`src/rtl/assert_macros.svh`:
```
// ----------------------------------------------------------------------------
// assertion macros
// concurrent check helpers, empty when SYNTH is defined
// ----------------------------------------------------------------------------
`ifndef ASSERT_MACROS_SVH
`define ASSERT_MACROS_SVH

`ifndef SYNTH
`define ASSERT_AT(lbl, clk, rstn, prop, msg) \
    lbl: assert property (@(posedge clk) disable iff (!(rstn)) prop) else $error(msg);
`define ASSERT_NEVER(lbl, clk, rstn, expr, msg) \
    lbl: assert property (@(posedge clk) disable iff (!(rstn)) !(expr)) else $error(msg);
`else
`define ASSERT_AT(lbl, clk, rstn, prop, msg)
`define ASSERT_NEVER(lbl, clk, rstn, expr, msg)
`endif

`endif

```
`src/rtl/acbr_pkg.sv`:
```
// ----------------------------------------------------------------------------
// acbr_pkg
// shared types, constants and helpers of the circle blend rasterizer
// ----------------------------------------------------------------------------
`default_nettype none

package acbr_pkg;

    localparam int SIZE_W      = 9;
    localparam int QUEUE_DEPTH = 2;
    localparam int QPTR_W      = 1;
    localparam int QLEVEL_W    = 2;

    // q.8 half pixel and the 1.496 pixel box bias
    localparam logic [7:0]  HALF_PIX      = 8'd128;
    localparam logic [8:0]  BOX_HIGH_BIAS = 9'd383;
    localparam logic [7:0]  CH_MAX        = 8'd255;

    typedef enum logic [1:0] {
        REQ_FILL   = 2'd0,
        REQ_CIRCLE = 2'd1,
        REQ_READ   = 2'd2,
        REQ_NONE   = 2'd3
    } req_t;

    typedef enum logic {
        REG_FRAME_WIDTH  = 1'b0,
        REG_FRAME_HEIGHT = 1'b1
    } cfg_reg_t;

    typedef struct packed {
        req_t        op;
        logic [15:0] center_x;
        logic [15:0] center_y;
        logic [15:0] radius;
        logic [7:0]  red;
        logic [7:0]  green;
        logic [7:0]  blue;
        logic [7:0]  alpha;
        logic [7:0]  read_col;
        logic [7:0]  read_row;
    } cmd_t;

    typedef struct packed {
        logic [QLEVEL_W-1:0] level;
        logic                empty;
        logic                full;
    } queue_status_t;

    typedef struct packed {
        logic clearing;
        logic pop;
    } engine_status_t;

    typedef enum logic [3:0] {
        ST_CLEAR,
        ST_IDLE,
        ST_FILL,
        ST_READ_ADDR,
        ST_READ_DATA,
        ST_SCALE,
        ST_BOX,
        ST_PIX_SQ,
        ST_PIX_SUM,
        ST_PIX_ROOT,
        ST_PIX_COV,
        ST_PIX_MUL,
        ST_PIX_WRITE,
        ST_DONE
    } state_t;

    // floor(x / 255) for x up to 255*255, reciprocal plus one correction
    function automatic logic [7:0] div255(input logic [15:0] x);
        logic [23:0] p;
        logic [7:0]  q0;
        logic [16:0] rem;
        p   = {x, 8'b0} + 24'(x);
        q0  = p[23:16];
        rem = 17'(x) - (17'({q0, 8'b0}) - 17'(q0));
        return (rem >= 17'(CH_MAX)) ? q0 + 8'd1 : q0;
    endfunction

    // (v * c + 128) >> 8
    function automatic logic [7:0] cov_scale(input logic [7:0] v, input logic [7:0] c);
        logic [15:0] s;
        s = 16'(v) * 16'(c) + 16'(HALF_PIX);
        return s[15:8];
    endfunction

endpackage

`default_nettype wire

```
`src/rtl/acbr_front.sv`:
```
// ----------------------------------------------------------------------------
// acbr_front
// accepts request words, decodes them and queues them for the engine
// ----------------------------------------------------------------------------
`default_nettype none

module acbr_front (
    input  wire logic                   aclk,
    input  wire logic                   aresetn,
    input  wire logic                   s_tvalid,
    output logic                        s_tready,
    input  wire logic [95:0]            s_tdata,
    input  wire logic [1:0]             s_tuser,
    input  wire acbr_pkg::engine_status_t eng_stat,
    output acbr_pkg::cmd_t              head,
    output acbr_pkg::queue_status_t     q_stat
);

    acbr_pkg::cmd_t                      entry_reg [acbr_pkg::QUEUE_DEPTH];
    logic [acbr_pkg::QPTR_W-1:0]         wr_ptr_reg;
    logic [acbr_pkg::QPTR_W-1:0]         rd_ptr_reg;
    logic [acbr_pkg::QLEVEL_W-1:0]       level_reg;
    logic [acbr_pkg::QLEVEL_W-1:0]       level_next;
    acbr_pkg::cmd_t                      cmd_in;
    logic                                push;
    logic                                full;

    always_comb begin
        cmd_in.op       = acbr_pkg::req_t'(s_tuser);
        cmd_in.center_x = s_tdata[15:0];
        cmd_in.center_y = s_tdata[31:16];
        cmd_in.radius   = s_tdata[47:32];
        cmd_in.red      = s_tdata[55:48];
        cmd_in.green    = s_tdata[63:56];
        cmd_in.blue     = s_tdata[71:64];
        cmd_in.alpha    = s_tdata[79:72];
        cmd_in.read_col = s_tdata[87:80];
        cmd_in.read_row = s_tdata[95:88];
    end

    assign full     = (level_reg == acbr_pkg::QLEVEL_W'(acbr_pkg::QUEUE_DEPTH));
    assign s_tready = !full && !eng_stat.clearing;
    assign push     = s_tvalid && s_tready;

    always_comb begin
        level_next = level_reg;
        if (push && !eng_stat.pop) begin
            level_next = level_reg + 1'b1;
        end else if (!push && eng_stat.pop) begin
            level_next = level_reg - 1'b1;
        end
    end

    always_ff @(posedge aclk) begin
        if (!aresetn) begin
            wr_ptr_reg <= '0;
            rd_ptr_reg <= '0;
            level_reg  <= '0;
        end else begin
            level_reg <= level_next;
            if (push) begin
                wr_ptr_reg <= wr_ptr_reg + 1'b1;
            end
            if (eng_stat.pop) begin
                rd_ptr_reg <= rd_ptr_reg + 1'b1;
            end
        end
    end

    always_ff @(posedge aclk) begin
        if (push) begin
            entry_reg[wr_ptr_reg] <= cmd_in;
        end
    end

    assign head         = entry_reg[rd_ptr_reg];
    assign q_stat.level = level_reg;
    assign q_stat.empty = (level_reg == '0);
    assign q_stat.full  = full;

endmodule

`default_nettype wire

```
`config.mk`:
```
export PLATFORM = sky130hd
export DESIGN_NAME = acbr_front
export DESIGN_NICKNAME = d
export VERILOG_FILES = /design/src/rtl/assert_macros.svh /design/src/rtl/acbr_pkg.sv /design/src/rtl/acbr_front.sv
export SDC_FILE = /design/constraint.sdc
export NUM_CORES = 1
export LEC_CHECK = 0
export BUFFER_PORTS_ARGS = -buffer_cell sky130_fd_sc_hd__buf_2
export CORE_UTILIZATION = 56
export DETAILED_ROUTE_END_ITERATION = 10
export PLACE_DENSITY = 0.83
export SETUP_SLACK_MARGIN = 0.05
export SYNTH_ARGS = -nofsm -noshare
export SYNTH_HDL_FRONTEND = slang
export SYNTH_SLANG_ARGS = --single-unit
export TNS_END_PERCENT = 100
```
`constraint.sdc`:
```
create_clock -name aclk -period 13.1 [get_ports aclk]
set_clock_uncertainty 0.05 [all_clocks]
set_input_delay 1.965 -clock aclk [delete_from_list [all_inputs] [get_ports aclk]]
set_output_delay 1.965 -clock aclk [all_outputs]
set_load 0.02 [all_outputs]
```
# Word level (Yosys, flattened, before mapping)
# Memories as Yosys holds them, arrays and structs flattened. A register that Yosys moved wholly into a read port is not among the register bits.
# Index checks and enable logic that the tools add are counted.
dict set report totals {
  register_bits 4
  mem_bits_rw 196
  n_memories 1
}
dict set report op_classes {
  addsub 4
  n_eq_ne 1
  mux 6
  reduce_logical 10
}
# name depth width read_ports rd_clocked_by_memory_dff write_ports line_no
set memory_table {}
lappend memory_table {entry_reg 2 98 1 1 1 acbr_front.sv:19} ;# acbr_pkg::cmd_t entry_reg [acbr_pkg::QUEUE_DEPTH];
# op count
set op_table {}
lappend op_table {{logical AND 1 bit} 4}
lappend op_table {{zero test 1 bit} 4}
lappend op_table {{two-way mux 1 bit} 4}
lappend op_table {{two-way mux 2 bit} 2}
lappend op_table {{adder 1 bit, second input constant} 2}
lappend op_table {{adder 2 x 1 -> 2 bit, second input constant} 1}
lappend op_table {{== test 2 bit, second input constant} 1}
lappend op_table {{zero test 2 bit} 1}
lappend op_table {{nonzero test 2 bit} 1}
lappend op_table {{subtractor 2 x 1 -> 2 bit, second input constant} 1}

# Longest topological paths before layout
dict set report logic_depth {
  depth_word 8
  depth_mapped 6
  mapped_depth_nobuf 6
}

# Worst setup path after synthesis
# No wires, ideal clock.
dict set report synth_timing {
  path_kind {input port to flip-flop}
  startpoint {input port eng_stat[1] (netlist bit)}
  endpoint {memory entry_reg[0][0] (netlist bit) (enable)}
  setup_ns 0.567
  t_arrival_ns 6.597
  required_ns 12.483
  path_slack_ns 5.886
  cell_stages 2
  path_buffers 0
  path_cell_list {nor3b_2 > nor2b_1}
}
dict set report synth_between {
  elab_chain_cells 5
}
# element line_no
set synth_lines {}
lappend synth_lines {{start: declaration} acbr_front.sv:14} ;# input wire acbr_pkg::engine_status_t eng_stat,
lappend synth_lines {{zero test 1 bit} acbr_front.sv:42} ;# assign s_tready = !full && !eng_stat.clearing;
lappend synth_lines {{logical AND 1 bit} acbr_front.sv:42}
lappend synth_lines {{logical AND 1 bit} acbr_front.sv:43} ;# assign push = s_tvalid && s_tready;
lappend synth_lines {{two-way mux 1 bit} acbr_front.sv:71} ;# if (push) begin
lappend synth_lines {{two-way mux 1 bit (implied by the code)} acbr_front.sv:72} ;# entry_reg[wr_ptr_reg] <= cmd_in;
lappend synth_lines {{end: declaration} acbr_front.sv:19}
# Every way passes these cells.

==> impl_metrics.yaml <==
outcome:
  status: "finished clean"
timing:
  drv_slew: 0
  final-hold-violation-count: 0
  relSlewSlack_pct: 24.1
  fmax_ghz: 0.220
  post-route-period-util_pct: 34.6
  whs_ns: 0.479
  finalCriticalPeriod_ns: 4.54
  tightest_slew_ns: 1.14
  tns_ns: 0
  setup_violations: 0
  grt_setup_unrepaired: "false"
clock_tree:
  root_buffer: "clkbuf_16"
  hold_buffers: 0
  worst_skew_pair.late_latency_ns: 0.47
  cts_setup_buffers: 0
  cts_sinks: 201
  cts_buffers: 20
  post_cts_resized: 0
  cts_tree: "yes"
  clkTransAtPathRegs_ns: 0.06
  ctsLongestPathBuffers: 3
  h-tree-depth: 1
synth:
  syn-num-nets: 435
  synth.avg_cell_area_um2: 22.3
  synthCells: 331
  ys_warn_count: 0
  syn_area_mm2: 0.00739
  synth_cell_types: 21
  seq_area_frac_synth_pct: 81.0
  ys_top_cells_by_area: "edfxtp_1 (80%), mux2_2 (12%), mux2_4 (4.1%), dfxtp_1 (1.4%), buf_6 (0.61%)"
  synth_top_area_share_pct: 79.6
  yosysTopAreaCell: "edfxtp_1"
  synth_seq_cells: 201
min_path:
  hp-start: "wr_ptr_reg"
  worstHoldPathType: "flip-flop to flip-flop"
  holdPathStages: 2
  holdPathEnd: "wr_ptr_reg"
finish:
  n_fill_cell: 792
  fin_util_pct: 72.5
  area_growth_pct: 24.8
  nets: 653
  layout_commonest_cell: "buf_2"
  largest_register_ffs: 196
  insertedDiodeCount: 0
  drive_above_1_share_pct: 60.2
  regArea_mm2: 0.00599
  multi_input_area_mm2: 0.00132
  final_cell_mix: "buf_2 (205), edfxtp_1 (196), mux2_2 (78), clkbuf_16 (21), mux2_4 (20)"
placed_design:
  numPortBuffers: 205
  dpl.hpwl_mm: 7.94
  gp_congestion: 0.741
route:
  drc: 0
  antenna_left: 0
  drtPass1Iterations: 4
  wl_per_cell_um: 16.8
  wirelength_mm: 12.3
  num_vias: 3764
  first_iter_violations: 206
  avgViaCountPerCell: 5.12
critical_path:
  crit_path_start_kind: "flip-flop"
  r2r_slack_ns: 10.25
  r2r_end: "entry_reg[0][84]"
  r2r_cells: 4
  end_kind: "primary output"
  crit_type: "flip-flop to primary output"
  required_ns: 11.09
  path_max_fanout: 81
  rr_startpoint: "level_reg[0]"
  crit_arrival_ns: 2.52
global_route:
  first_global_vias: 3781
  grt_max_degree: 82
  antenna_found_initial: 0
  gr-usage-all-layers_pct: 17.6
  grt_pass1_wl_mm: 18.1
  gr-total-overflow: 0
floorplanning:
  die_h_um: 117
  ios: 206
  start_util_pct: 58.1
  dieArea_mm2: 0.0137
  core_mm2: 0.0127
  die_w_um: 117
  fp-row-count: 41
flow_run:
  drv_cap: 0
power_and_ir_drop:
  power_density_mw_per_mm2: 159
  power.leakage_nw: 3.49
  ir_worst_vdd_v: 0.000122
  power_w: 0.00147
[power breakdown]
group,switching (W),total [W],internal [W]
sequential,0.0000101,0.000751,0.000741
clock,0.000215,0.000546,0.000332
combinational,0.0000989,0.000171,0.0000721
[layer usage]
metal | wire (um) | track usage (%) | up-vias
li1 | - | - | 1742
met1 | 4680 | 20.9 | 1834
met2 | 6450 | 31.9 | 161
met3 | 961 | 4.17 | 27
met4 | 244 | 5.15 | 0
met5 | 0 | 0 | -
[synthesized netlist by cell type]
cell type,n
buf_4,1
buf_6,4
xnor2_1,1
nor3b_2,1
dfxtp_1,5
buf_2,7
a21boi_1,1
nand2b_1,1
ha_1,1
o21ai_0,1
or3_1,1
nor2_1,2
nor2b_1,2
nand2_1,1
mux2_4,20
and2_1,4
mux2_2,78
inv_1,1
edfxtp_1,196
xor2_1,2
mux2i_1,1
[critical path, cell delays in order (launching register included)]
cell,delay (ns)
dfxtp_4,0.49
buf_4,0.86
mux2_2,0.43
buf_2,0.16
[layout make-up]
class | count | area share, %
tap | 172 | 2.33
clock inverter | 11 | 1.13
multi-input combinational | 117 | 14.3
sequential | 201 | 64.9
inverter | 1 | 0.0407
timing repair buffer | 208 | 11.4
clock buffer | 25 | 5.86
[worst max path at each step]
stage | slack, ns | to | cells past startpoint | start
after global routing | 8.43 | head[76] | 3 | flip-flop
final | 8.56 | head[76] | 3 | flip-flop
after detailed placement | 8.70 | entry_reg[0][65] | 4 | eng_stat[1]
after global placement | 8.75 | entry_reg[0][65] | 4 | eng_stat[1]
after floorplan | 5.89 | entry_reg[0][0] | 2 | eng_stat[1]
after CTS | 8.53 | head[17] | 3 | flip-flop
[cells by family after synthesis]
family / count (synthesis) / synth area share, %
buffers and inverters: 13 / 1.24
flip-flops: 201 / 81.0
AND/OR/NAND/NOR: 12 / 0.999
XOR/XNOR: 3 / 0.356
multiplexers: 99 / 16.1
adder cells (fa/ha/maj): 1 / 0.169
AO/OA/AOI/OAI: 2 / 0.169
[metrics by stage]
step | cell area [um2] | worst slack [ns] | std cells
2_1_floorplan | 7390 | 5.89 | 331
4_1_cts | 9230 | 8.53 | 735
3_3_place_gp | 8580 | 8.75 | 699
5_1_grt | 9230 | 8.43 | 735
3_5_place_dp | 8580 | 8.70 | 699
6_report | 9230 | 8.56 | 735
No activity file was read; power rests on OpenSTA's default activity.
